### src/design/tkm_pkg.sv
// Shared types, codes and the helper function of the timestamp k-way merge.
package tkm_pkg;

    localparam int LANE_W     = 4;
    localparam int TS_W       = 64;
    localparam int DIR_W      = 8;
    localparam int CNT_W      = 5;
    localparam int MAX_LANES  = 16;
    localparam int CFG_IDX_W  = 2;
    localparam int TDATA_W    = 80;

    // Command codes carried in the input tuser.
    localparam logic CMD_HEAD = 1'b0;
    localparam logic CMD_END  = 1'b1;

    // Configuration register indexes.
    localparam logic [CFG_IDX_W-1:0] CFG_LANES_IN_USE    = 2'd0;
    localparam logic [CFG_IDX_W-1:0] CFG_LANES_PER_INPUT = 2'd1;
    localparam logic [CFG_IDX_W-1:0] CFG_DEDUP_ENABLE    = 2'd2;

    // Settings seen by the merge engine, already clamped.
    typedef struct packed {
        logic [CNT_W-1:0] lane_count;
        logic [CNT_W-1:0] slots;
        logic             dedup;
    } cfg_t;

    // One classified item waiting for the merge engine. An item whose lane is
    // out of use changes no lane but still starts a merge pass.
    typedef struct packed {
        logic              is_end;
        logic              in_use;
        logic [LANE_W-1:0] lane;
        logic [TS_W-1:0]   ts;
        logic [DIR_W-1:0]  dir;
        logic              known;
    } item_t;

    // A candidate head in the minimum search.
    typedef struct packed {
        logic              valid;
        logic [LANE_W-1:0] lane;
        logic [TS_W-1:0]   ts;
    } cand_t;

    // One emitted head.
    typedef struct packed {
        logic [LANE_W-1:0] lane;
        logic [TS_W-1:0]   ts;
        logic [DIR_W-1:0]  dir;
        logic              known;
    } res_t;

    // The lower lane is always passed as lo, so it wins on equal timestamps.
    function automatic cand_t cand_min(input cand_t lo, input cand_t hi);
        return (hi.valid && (!lo.valid || hi.ts < lo.ts)) ? hi : lo;
    endfunction

endpackage

### src/design/tkm_queue.sv
// Small FIFO that holds classified items between the front end and the merge engine.
module tkm_queue #(
    parameter int DEPTH = 2
) (
    input  logic            clk,
    input  logic            rst_n,
    input  logic            push,
    input  tkm_pkg::item_t  push_item,
    output logic            full,
    input  logic            pop,
    output tkm_pkg::item_t  pop_item,
    output logic            not_empty
);

    localparam int PTR_W = (DEPTH > 1) ? $clog2(DEPTH) : 1;
    localparam int CNT_W = $clog2(DEPTH + 1);

    tkm_pkg::item_t   entry_reg [DEPTH];
    logic [PTR_W-1:0] wr_ptr_reg;
    logic [PTR_W-1:0] rd_ptr_reg;
    logic [CNT_W-1:0] count_reg;
    logic             do_push;
    logic             do_pop;

    assign full      = (count_reg == CNT_W'(DEPTH));
    assign not_empty = (count_reg != '0);
    assign pop_item  = entry_reg[rd_ptr_reg];
    assign do_push   = push && !full;
    assign do_pop    = pop && not_empty;

    always_ff @(posedge clk)
    begin
        if (do_push)
        begin
            entry_reg[wr_ptr_reg] <= push_item;
        end
    end

    always_ff @(posedge clk or negedge rst_n)
    begin
        if (!rst_n)
        begin
            wr_ptr_reg <= '0;
            rd_ptr_reg <= '0;
            count_reg  <= '0;
        end
        else
        begin
            if (do_push)
            begin
                wr_ptr_reg <= (wr_ptr_reg == PTR_W'(DEPTH - 1)) ? '0 : wr_ptr_reg + 1'b1;
            end
            if (do_pop)
            begin
                rd_ptr_reg <= (rd_ptr_reg == PTR_W'(DEPTH - 1)) ? '0 : rd_ptr_reg + 1'b1;
            end
            if (do_push && !do_pop)
            begin
                count_reg <= count_reg + 1'b1;
            end
            else if (do_pop && !do_push)
            begin
                count_reg <= count_reg - 1'b1;
            end
        end
    end

endmodule

### src/design/tkm_front.sv
// Input side: unpacks each transfer, marks items for lanes out of use and queues them all.
module tkm_front (
    input  logic                          s_axis_tvalid,
    output logic                          s_axis_tready,
    input  logic [tkm_pkg::TDATA_W-1:0]   s_axis_tdata,
    input  logic                          s_axis_tuser,
    input  tkm_pkg::cfg_t                 cfg,
    input  logic                          queue_full,
    output logic                          push,
    output tkm_pkg::item_t                push_item
);

    logic in_use;

    // Items for lanes at or above the lane count change no lane, but they
    // still let the merge engine emit whatever has become ready.
    assign in_use = ({1'b0, s_axis_tdata[3:0]} < cfg.lane_count);

    always_comb
    begin
        push_item.is_end = (s_axis_tuser == tkm_pkg::CMD_END);
        push_item.in_use = in_use;
        push_item.lane   = s_axis_tdata[3:0];
        push_item.ts     = s_axis_tdata[67:4];
        push_item.dir    = s_axis_tdata[75:68];
        push_item.known  = s_axis_tdata[76];
    end

    assign s_axis_tready = !queue_full;
    assign push          = s_axis_tvalid && !queue_full;

endmodule

### src/design/tkm_back.sv
// Merge engine: holds one head per lane and emits them in timestamp order.
module tkm_back #(
    parameter int HEAD_DEPTH = 16
) (
    input  logic                          clk,
    input  logic                          rst_n,
    input  tkm_pkg::cfg_t                 cfg,
    input  logic                          q_valid,
    input  tkm_pkg::item_t                q_item,
    output logic                          q_pop,
    output logic                          m_axis_tvalid,
    input  logic                          m_axis_tready,
    output logic [tkm_pkg::TDATA_W-1:0]   m_axis_tdata,
    output logic                          m_axis_tlast
);

    localparam int IDX_W = $clog2(HEAD_DEPTH);

    typedef enum logic [2:0] {
        ST_IDLE = 3'b001,
        ST_SCAN = 3'b010,
        ST_PICK = 3'b100
    } state_t;

    state_t                        state_reg;
    logic [HEAD_DEPTH-1:0]         head_valid_reg;
    logic [HEAD_DEPTH-1:0]         finished_reg;
    logic [tkm_pkg::TS_W-1:0]      head_ts_reg    [HEAD_DEPTH];
    logic [tkm_pkg::DIR_W-1:0]     head_dir_reg   [HEAD_DEPTH];
    logic [HEAD_DEPTH-1:0]         head_known_reg;
    logic [tkm_pkg::TS_W-1:0]      last_ts_reg;
    tkm_pkg::cand_t                grp_reg [4];
    tkm_pkg::cand_t                grp_next [4];
    logic                          ready_reg;
    tkm_pkg::res_t                 pend_reg;
    logic                          pend_valid_reg;
    tkm_pkg::res_t                 out_reg;
    logic                          out_last_reg;
    logic                          out_valid_reg;

    tkm_pkg::cand_t                leaf [tkm_pkg::MAX_LANES];
    logic [HEAD_DEPTH-1:0]         lane_ok;
    logic                          ready_next;
    tkm_pkg::cand_t                win;
    logic [IDX_W-1:0]              win_idx;
    logic [IDX_W-1:0]              in_idx;
    logic                          out_free;
    logic                          have_pick;
    logic                          dup;
    logic                          take;
    logic                          flush;
    tkm_pkg::res_t                 res_next;
    logic [tkm_pkg::DIR_W-1:0]     raw_dir;
    logic                          raw_known;
    logic [tkm_pkg::DIR_W-1:0]     clamp_dir;
    logic [8:0]                    base_dir;
    logic [8:0]                    sum_dir;

    // Leaves of the minimum tree: only heads of lanes in use take part.
    for (genvar k = 0; k < tkm_pkg::MAX_LANES; k++)
    begin : g_leaf
        if (k < HEAD_DEPTH)
        begin : g_used
            logic in_use;
            assign in_use     = (tkm_pkg::CNT_W'(k) < cfg.lane_count);
            assign leaf[k]    = '{valid: head_valid_reg[k] && in_use,
                                  lane:  tkm_pkg::LANE_W'(k),
                                  ts:    head_ts_reg[k]};
            assign lane_ok[k] = head_valid_reg[k] || finished_reg[k] || !in_use;
        end
        else
        begin : g_pad
            assign leaf[k] = '0;
        end
    end

    assign ready_next = &lane_ok;

    always_comb
    begin
        for (int g = 0; g < 4; g++)
        begin
            grp_next[g] = tkm_pkg::cand_min(
                tkm_pkg::cand_min(leaf[4*g], leaf[4*g+1]),
                tkm_pkg::cand_min(leaf[4*g+2], leaf[4*g+3]));
        end
    end

    assign win = tkm_pkg::cand_min(tkm_pkg::cand_min(grp_reg[0], grp_reg[1]),
                                   tkm_pkg::cand_min(grp_reg[2], grp_reg[3]));
    assign win_idx = win.lane[IDX_W-1:0];
    assign in_idx  = q_item.lane[IDX_W-1:0];

    // Direction remap of the winning head.
    assign raw_dir   = head_dir_reg[win_idx];
    assign raw_known = head_known_reg[win_idx];
    assign clamp_dir = (raw_dir > tkm_pkg::DIR_W'(cfg.slots - 1'b1))
                       ? tkm_pkg::DIR_W'(cfg.slots - 1'b1) : raw_dir;
    assign base_dir  = {5'd0, win.lane} * {4'd0, cfg.slots};
    assign sum_dir   = base_dir + {1'b0, clamp_dir};

    always_comb
    begin
        res_next.lane  = win.lane;
        res_next.ts    = win.ts;
        res_next.known = raw_known;
        if (!raw_known)
        begin
            res_next.dir = '0;
        end
        else if (cfg.slots == '0)
        begin
            res_next.dir = raw_dir;
        end
        else
        begin
            res_next.dir = sum_dir[7:0];
        end
    end

    assign out_free  = !out_valid_reg || m_axis_tready;
    assign have_pick = (state_reg == ST_PICK) && ready_reg && win.valid;
    assign dup       = cfg.dedup && (win.ts == last_ts_reg);
    // A result is held back until the next one or the end of the run shows
    // whether it is the last one of its item.
    assign take      = have_pick && !dup && (!pend_valid_reg || out_free);
    assign flush     = (state_reg == ST_PICK) && !(ready_reg && win.valid)
                       && pend_valid_reg && out_free;
    assign q_pop     = (state_reg == ST_IDLE) && q_valid;

    always_ff @(posedge clk)
    begin
        if (q_pop && q_item.in_use && !q_item.is_end && !head_valid_reg[in_idx]
            && !finished_reg[in_idx])
        begin
            head_ts_reg[in_idx]    <= q_item.ts;
            head_dir_reg[in_idx]   <= q_item.dir;
            head_known_reg[in_idx] <= q_item.known;
        end
        if (state_reg == ST_SCAN)
        begin
            grp_reg <= grp_next;
        end
        if (take)
        begin
            pend_reg <= res_next;
        end
        if (take && pend_valid_reg)
        begin
            out_reg      <= pend_reg;
            out_last_reg <= 1'b0;
        end
        else if (flush)
        begin
            out_reg      <= pend_reg;
            out_last_reg <= 1'b1;
        end
    end

    always_ff @(posedge clk or negedge rst_n)
    begin
        if (!rst_n)
        begin
            state_reg      <= ST_IDLE;
            head_valid_reg <= '0;
            finished_reg   <= '0;
            last_ts_reg    <= '0;
            ready_reg      <= 1'b0;
            pend_valid_reg <= 1'b0;
            out_valid_reg  <= 1'b0;
        end
        else
        begin
            if ((take && pend_valid_reg) || flush)
            begin
                out_valid_reg <= 1'b1;
            end
            else if (m_axis_tready)
            begin
                out_valid_reg <= 1'b0;
            end

            unique case (state_reg)
                ST_IDLE:
                begin
                    if (q_valid)
                    begin
                        if (q_item.in_use)
                        begin
                            if (q_item.is_end)
                            begin
                                finished_reg[in_idx] <= 1'b1;
                            end
                            else if (!head_valid_reg[in_idx] && !finished_reg[in_idx])
                            begin
                                head_valid_reg[in_idx] <= 1'b1;
                            end
                        end
                        state_reg <= ST_SCAN;
                    end
                end
                ST_SCAN:
                begin
                    ready_reg <= ready_next;
                    state_reg <= ST_PICK;
                end
                ST_PICK:
                begin
                    if (have_pick)
                    begin
                        if (dup)
                        begin
                            head_valid_reg[win_idx] <= 1'b0;
                            state_reg               <= ST_SCAN;
                        end
                        else if (take)
                        begin
                            head_valid_reg[win_idx] <= 1'b0;
                            pend_valid_reg          <= 1'b1;
                            last_ts_reg             <= win.ts;
                            state_reg               <= ST_SCAN;
                        end
                    end
                    else if (!pend_valid_reg)
                    begin
                        state_reg <= ST_IDLE;
                    end
                    else if (flush)
                    begin
                        pend_valid_reg <= 1'b0;
                        state_reg      <= ST_IDLE;
                    end
                end
                default:
                begin
                    state_reg <= ST_IDLE;
                end
            endcase
        end
    end

    assign m_axis_tvalid = out_valid_reg;
    assign m_axis_tlast  = out_last_reg;
    assign m_axis_tdata  = {3'b000, out_reg.known, out_reg.dir, out_reg.ts, out_reg.lane};

endmodule

### src/design/timestamp_kway_merge_core.sv
// Top level of the timestamp k-way merge: configuration registers, front end, queue and merge engine.
//
//  Channel   Direction  Handshake                 Contents
//  s_axis    in         s_axis_tvalid/tready      tdata: lane, timestamp, direction, known
//                                                 tuser: command (0 head, 1 end of lane)
//  m_axis    out        m_axis_tvalid/tready      tdata: lane, timestamp, direction, known
//                                                 tlast: final result of an input item
//  cfg       in         cfg_valid/cfg_ready       cfg_index, cfg_data
//
// The merge engine takes one queued item per pass: it updates the lane heads,
// then for each emitted or dropped head runs a registered 16-to-4 stage of the
// minimum tree, then the 4-to-1 stage and the remap. Each result is held one
// pick back so tlast can be set, and leaves through an output register; a
// stalled output holds the engine while the input queue keeps accepting until
// it is full. Reset clears all heads and lane flags.
module timestamp_kway_merge_core #(
    parameter int NUM_LANES   = 16,
    parameter int QUEUE_DEPTH = 2
) (
    input  logic                             clk,
    input  logic                             rst_n,
    input  logic                             s_axis_tvalid,
    output logic                             s_axis_tready,
    // [3:0] lane, [67:4] timestamp, [75:68] direction, [76] direction_known
    input  logic [tkm_pkg::TDATA_W-1:0]      s_axis_tdata,
    // [0] command
    input  logic                             s_axis_tuser,
    output logic                             m_axis_tvalid,
    input  logic                             m_axis_tready,
    // [3:0] out_lane, [67:4] out_timestamp, [75:68] out_direction,
    // [76] out_direction_known
    output logic [tkm_pkg::TDATA_W-1:0]      m_axis_tdata,
    output logic                             m_axis_tlast,
    input  logic                             cfg_valid,
    output logic                             cfg_ready,
    input  logic [tkm_pkg::CFG_IDX_W-1:0]    cfg_index,
    input  logic [tkm_pkg::CNT_W-1:0]        cfg_data
);

    localparam int HEAD_DEPTH = (NUM_LANES < tkm_pkg::MAX_LANES) ? NUM_LANES
                                                                 : tkm_pkg::MAX_LANES;

    logic [tkm_pkg::CNT_W-1:0] lanes_in_use_reg;
    logic [tkm_pkg::CNT_W-1:0] lanes_per_input_reg;
    logic                      dedup_enable_reg;
    tkm_pkg::cfg_t             cfg;
    logic                      q_push;
    tkm_pkg::item_t            q_push_item;
    logic                      q_full;
    logic                      q_pop;
    tkm_pkg::item_t            q_pop_item;
    logic                      q_valid;

    assign cfg_ready = 1'b1;

    always_ff @(posedge clk or negedge rst_n)
    begin
        if (!rst_n)
        begin
            lanes_in_use_reg    <= tkm_pkg::CNT_W'(2);
            lanes_per_input_reg <= '0;
            dedup_enable_reg    <= 1'b0;
        end
        else if (cfg_valid)
        begin
            unique case (cfg_index)
                tkm_pkg::CFG_LANES_IN_USE:    lanes_in_use_reg    <= cfg_data;
                tkm_pkg::CFG_LANES_PER_INPUT: lanes_per_input_reg <= cfg_data;
                tkm_pkg::CFG_DEDUP_ENABLE:    dedup_enable_reg    <= cfg_data[0];
                default:                      ;
            endcase
        end
    end

    always_comb
    begin
        if (lanes_in_use_reg == '0)
        begin
            cfg.lane_count = tkm_pkg::CNT_W'(1);
        end
        else if (lanes_in_use_reg > tkm_pkg::CNT_W'(HEAD_DEPTH))
        begin
            cfg.lane_count = tkm_pkg::CNT_W'(HEAD_DEPTH);
        end
        else
        begin
            cfg.lane_count = lanes_in_use_reg;
        end
        cfg.slots = (lanes_per_input_reg > tkm_pkg::CNT_W'(tkm_pkg::MAX_LANES))
                    ? tkm_pkg::CNT_W'(tkm_pkg::MAX_LANES) : lanes_per_input_reg;
        cfg.dedup = dedup_enable_reg;
    end

    tkm_front u_front (
        .s_axis_tvalid (s_axis_tvalid),
        .s_axis_tready (s_axis_tready),
        .s_axis_tdata  (s_axis_tdata),
        .s_axis_tuser  (s_axis_tuser),
        .cfg           (cfg),
        .queue_full    (q_full),
        .push          (q_push),
        .push_item     (q_push_item)
    );

    tkm_queue #(
        .DEPTH (QUEUE_DEPTH)
    ) u_queue (
        .clk       (clk),
        .rst_n     (rst_n),
        .push      (q_push),
        .push_item (q_push_item),
        .full      (q_full),
        .pop       (q_pop),
        .pop_item  (q_pop_item),
        .not_empty (q_valid)
    );

    tkm_back #(
        .HEAD_DEPTH (HEAD_DEPTH)
    ) u_back (
        .clk           (clk),
        .rst_n         (rst_n),
        .cfg           (cfg),
        .q_valid       (q_valid),
        .q_item        (q_pop_item),
        .q_pop         (q_pop),
        .m_axis_tvalid (m_axis_tvalid),
        .m_axis_tready (m_axis_tready),
        .m_axis_tdata  (m_axis_tdata),
        .m_axis_tlast  (m_axis_tlast)
    );

endmodule
### config.mk
export PLATFORM = sky130hd
export DESIGN_NAME = timestamp_kway_merge_core
export DESIGN_NICKNAME = d
export VERILOG_FILES = /design/src/design/tkm_pkg.sv /design/src/design/tkm_queue.sv /design/src/design/tkm_front.sv /design/src/design/tkm_back.sv /design/src/design/timestamp_kway_merge_core.sv
export SDC_FILE = /design/constraint.sdc
export NUM_CORES = 2
export LEC_CHECK = 0
export ABC_AREA = 1
export BUFFER_PORTS_ARGS = -buffer_cell sky130_fd_sc_hd__buf_2
export CORE_MARGIN = 5
export CORE_UTILIZATION = 51
export DETAILED_ROUTE_END_ITERATION = 12
export GPL_TIMING_DRIVEN = 0
export PLACE_DENSITY_LB_ADDON = 0.05
export SETUP_SLACK_MARGIN = 0.05
export SYNTH_ARGS = -nofsm -noshare
export SYNTH_HDL_FRONTEND = slang
export SYNTH_SLANG_ARGS = --single-unit
### constraint.sdc
create_clock -name clk -period 60 [get_ports clk]
set_input_delay 3 -clock clk [delete_from_list [all_inputs] [get_ports clk]]
set_output_delay 3 -clock clk [all_outputs]
set_load 0.02 [all_outputs]
After elaboration in Yosys (flattened, before gate mapping)
Memories as Yosys holds them, arrays and structs flattened.
Index checks and enable logic that the tools add are counted.
{ "word_totals": {"regBits": 564, "ramBits": 1310, "input_bits": 93, "wordCells": 331, "mem_count": 3} }
{ "mem_list": {"columns": ["name", "words", "width", "rd", "rd_clocked_by_memory_dff", "wr", "line_no", "rtl"], "rows": [
  ["u_back.head_ts_reg", 16, 64, 16, 0, 1, "tkm_back.sv:28", "logic [tkm_pkg::TS_W-1:0] head_ts_reg [HEAD_DEPTH];"],
  ["u_queue.entry_reg", 2, 79, 1, 0, 1, "tkm_queue.sv:18", "tkm_pkg::item_t entry_reg [DEPTH];"],
  ["u_back.head_dir_reg", 16, 8, 1, 0, 1, "tkm_back.sv:29", "logic [tkm_pkg::DIR_W-1:0] head_dir_reg [HEAD_DEPTH];"]
]} }
{ "classes": {"addsub": 6, "n_mul": 1, "n_lt_le_gt_ge": 39, "eq_ne": 17, "muxes": 63, "n_bitwise": 5, "n_reduce_logical": 162} }
{ "ops": {"columns": ["operator", "count"], "rows": [
  ["$mux 69", 15],
  ["$lt 64x64->1", 15],
  ["$mux 77", 2],
  ["$mux 16", 7],
  ["$eq 64x64->1", 1],
  ["$logic_and 1x1->1", 54],
  ["$logic_or 1x1->1", 50],
  ["$logic_not 1->1", 41],
  ["$lt 4x5->1 const A", 8],
  ["$or 16x16->16", 2],
  ["$pmux 16 s2", 1],
  ["$lt 3x5->1 const A", 4],
  ["$mux 1", 18],
  ["$mux 3", 6],
  ["$and 16x16->16", 1],
  ["$bwmux 16", 1],
  ["$mux 8", 2],
  ["$not 16->16", 1],
  ["$reduce_and 16->1", 1],
  ["$mux 5", 3],
  ["$bmux 1 s4", 3],
  ["$gt 5x5->1 const B", 2],
  ["$logic_not 5->1", 2],
  ["$lt 1x5->1 const A", 2],
  ["30 further kinds", 51]
]} }

Logic depth before layout (Yosys ltp)
{ "logic_depth": {"depth_word": 18, "mapped_depth": 76, "ltp_nobuf": 72} }

Modules after synthesis
From an unflattened synthesis, not the netlist that was laid out.
{ "unflattened": {"cells_unflattened": 9726, "area_unflattened_um2": 98375.6} }
{ "modules_own_cells": {"columns": ["mod", "n_inst", "cells_per_inst", "area_per_inst_um2", "seq_area_each_um2"], "rows": [
  ["tkm_back", 1, 9104, 91036.1, 50319.5],
  ["tkm_queue", 1, 444, 6035.8, 4844.6],
  ["tkm_front", 1, 103, 710.7, 0.0],
  ["timestamp_kway_merge_core", 1, 75, 593.1, 276.5]
]} }

Least setup slack after synthesis
No wires, ideal clock.
{ "synth_timing": {"kind": "register -> register", "startpoint": "reg u_back.state_reg[2]", "endpoint": "reg u_back.ready_reg", "setup_ns": 0.069, "arrival_ns": 21.029, "required_time_ns": 59.931, "slack_ns": 38.902, "path_stages_with_launch": 7, "synth_period_minus_slack_ns": 21.098, "cell_sequence": "dfrtp_1 -> nor3_1 -> inv_1 -> nor3_1 -> o311ai_0 -> nor4_1 -> a32o_1"} }
{ "synth_via": {"elab_chain_len": 1} }
{ "synth_rtl": {"columns": ["element", "line_no", "rtl"], "rows": [
  ["start, declared", "tkm_back.sv:25", "state_t state_reg;"],
  ["start signal, assigned", "tkm_back.sv:164", "state_reg <= ST_IDLE;"],
  ["start signal, assigned", "tkm_back.sv:199", "state_reg <= ST_SCAN;"],
  ["start signal, assigned", "tkm_back.sv:205", "state_reg <= ST_PICK;"],
  ["$eq 3x2->1", "tkm_back.sv:183", "unique case (state_reg)"],
  ["end signal, assigned", "tkm_back.sv:204", "ready_reg <= ready_next;"],
  ["end, declared", "tkm_back.sv:34", "logic ready_reg;"]
]} }
Every way passes these cells.
A chain may end at the register's enable or synchronous reset.

==> impl_results.md <==
* Outcome: finished, violations left
* Failing checks: capacitance limit, slew limit
* Reg2reg end: u_back.pend_reg[8]
* Least-Margin Pin Slew at 1.52 ns
* CP endpoint kind: register
* Clock-pin slew on the worst setup and hold paths at 0.07 ns
* Final Setup Violations at 0
* Area leader, netlist: edfxtp_1
* Die Height at 449 um
* Crit-path slowest cell: clkbuf_1
* Wl on met1 at 142000 um
* Gpl congestion at 0.969
* Remaining DRCs at 0
* Post-Layout Cell Count at 12900
* TritonRoute pass-1 iters at 8
* Min-delay worst type: reg2reg
* Reg2reg setup slack at 46.03 ns
* Hold_ws at 0.416 ns
* GR Overflow Total at 0
* Clock Skews at 0.0394 ns
* Total CTS buffers at 198
* Detailed Place HPWL at 264000 um
* Top-area cell type share of the netlist area at 0.535
* CP max FO at 10
* Hold Violations, Final at 0
* Via total after detailed routing at 74500
* Critical R2R Launch: u_back.grp_reg[201]
* Final wirelength at 341000 um
* Number of buffer and inverter stages on the critical path at 10
* Critical path class: reg2reg
* Die ar. at 0.201 mm2
* P&R area growth vs syn at 12.7%
* GRT Overall Usage at 0.333
* Most common cell in the netlist: nand2_1
* Die Span X at 449 um
* PwrDens at 45.0 mW/mm2
* RSZ-0062 raised after global routing: no
* Port Buffers at 169
* Ys flop type: edfxtp_1
* Ports at 177
* Final Util at 0.576
* Leakage power at 0.0478 uW
* Flop and latch count out of synthesis at 1866
* Final ANT Viol Nets at 0
* Max reg flops at 1024
* CP delay by family, top: simple AND/OR/NAND/NOR gates
* Crit-path max cell delay at 1.07 ns
* Fill count at 16500
* Power, Total at 4980 uW
* Worst min-delay path startpoint: u_back.pend_reg[22]
* Synth cell count leaders: nand2_1, edfxtp_1, inv_1
* Synth top area cells: edfxtp_1, ha_1, nand2_1
* Final period util at 0.233
* Initial Util at 0.511
* First-pass GRT wire length at 485000 um
* FFs w/ async S/R, synth at 0.0627
* Max_cap viols at 3
* Highest Signal Layer: met5
* Slew headroom at -0.0106
* Wire length on met2 at 153000 um
* Max Transition Viols Final at 21
* Clock Latency Late Sink at 0.88 ns
* Crit path time final at 13.97 ns
* Core area at 0.192 mm2
* Largest net degree at the start of global routing at 73
* Synth Cell Area at 0.0981 mm2
* Hold Buf Count CTS at 0
* VDD IR max at 38.4 uV
* CTS root buffer: clkbuf_16
* Setup Fix Bufs, Post-CTS at 0
* CTS sink cnt at 1866
* Vias/cell at 5.77
* Initial antenna violation count at 25
* Post-Syn Area per Cell at 10.1 um2
* Row count at 161
* Fmax at 0.0716 GHz
* Max clock buf depth at 3
* Number of synthesized flops with an enable pin at 1748
* CP required at 60.63 ns
* Hold Path Cell Cnt at 0
* Yosys warnings at 0
* CTS tree: done
* Seq/Total Area, Yosys at 0.565
* Placed Cells at 12500
* Via count of the first global-routing pass at 71600
* Wire per inst at 26.4 um
* CP Launch Type: register
* Met3 routed WL at 27400 um
* CTS H-tree depth at 4
* Final setup TNS at 0 ns
* Post-Syn Instances at 9753
* Top cell by count, worst path: nand2_1
* Endpoint, Worst Hold: u_back.m_axis_tdata[17]
* Layout cell share with drive strength beyond 1 at 0.0685
* Synth cell types at 69
* Worst r2r path cells at 54
* # nets final at 11300
* Cts repair resizes at 0
* CP arrival at 14.60 ns
* Initial DRC Count at 7773
## report_power, final
| group | internal (uW) | leakage, uW | switching (uW) |
|---|---|---|---|
| Combinational | 481 | 0.0272 | 1470 |
| Sequential | 1720 | 0.0175 | 66.1 |
| Clock | 714 | 0.00315 | 538 |
## per-stage QoR
stage / cell area [um2] / worst slack (ns)
2_1_floorplan: 98100 / 38.90
3_3_place_gp: 102000 / 24.19
3_5_place_dp: 104000 / 46.28
4_1_cts: 111000 / 46.22
5_1_grt: 111000 / 45.37
6_report: 111000 / 46.03
## metal layers
| layer | track usage | vias up |
|---|---|---|
| met5 | 0 | - |
| met4 | 0.167 | 10 |
| met3 | 0.0531 | 578 |
| met2 | 0.523 | 2984 |
| met1 | 0.451 | 36400 |
| li1 | - | 34500 |
## kinds of logic (layout without fill, tap and decap cells)
logic type      count (synthesis)  count (layout)  synth area share
compound gates               1543            1543            0.0869
xor+xnor                       12              12           0.00107
fa+ha+maj                     983             983             0.126
buf+inv                      1633            2268            0.0640
flops                        1866            1866             0.565
other cells                     2              16         0.0000765
simple gates                 3714            3714             0.157
## how the worst max path moves through the flow
stage                                   start                 end  slack (ns)  cells past startpoint
after floorplan           u_back.state_reg[2]    u_back.ready_reg       38.90                      6
after global placement    u_back.state_reg[2]    u_back.ready_reg       24.19                      6
after detailed placement  u_back.grp_reg[132]  u_back.pend_reg[8]       46.28                     55
after CTS                 u_back.grp_reg[132]  u_back.pend_reg[8]       46.22                     58
after global routing      u_back.grp_reg[132]  u_back.pend_reg[8]       45.37                     55
final                     u_back.grp_reg[201]  u_back.pend_reg[8]       46.03                     54
## area by class of cell
class | instances | area, um2 | area share
clock inverter | 138 | 1360 | 0.0123
inverter | 1324 | 4970 | 0.0450
buffer | 309 | 1330 | 0.0120
clock buffer | 232 | 5190 | 0.0469
multi-input combinational | 6256 | 36600 | 0.331
tap | 2526 | 3160 | 0.0286
timing repair buffer | 265 | 2540 | 0.0230
sequential | 1866 | 55400 | 0.501
antenna | 12 | 30.0 | 0.000271
## placed cells by master, fill, tap and decap left out, types with 21 or more instances in the layout
cell,n
a21oi_1,427
buf_2,195
o21ai_0,831
buf_1,22
clkinvlp_4,22
nand3_1,517
ha_1,972
o221ai_1,26
edfxtp_1,1748
nor2_1,320
clkbuf_16,201
inv_1,1316
clkinv_2,37
buf_12,54
o211ai_1,29
a22oi_1,21
nand2_1,2544
dfrtp_1,115
nor3_1,78
clkinv_1,41
a211oi_1,73
nand3b_1,32
bufinv_16,22
buf_6,31
nand4_1,147
clkbuf_2,22
clkbuf_1,246
Note: power is estimated with default switching activity, not from simulation.
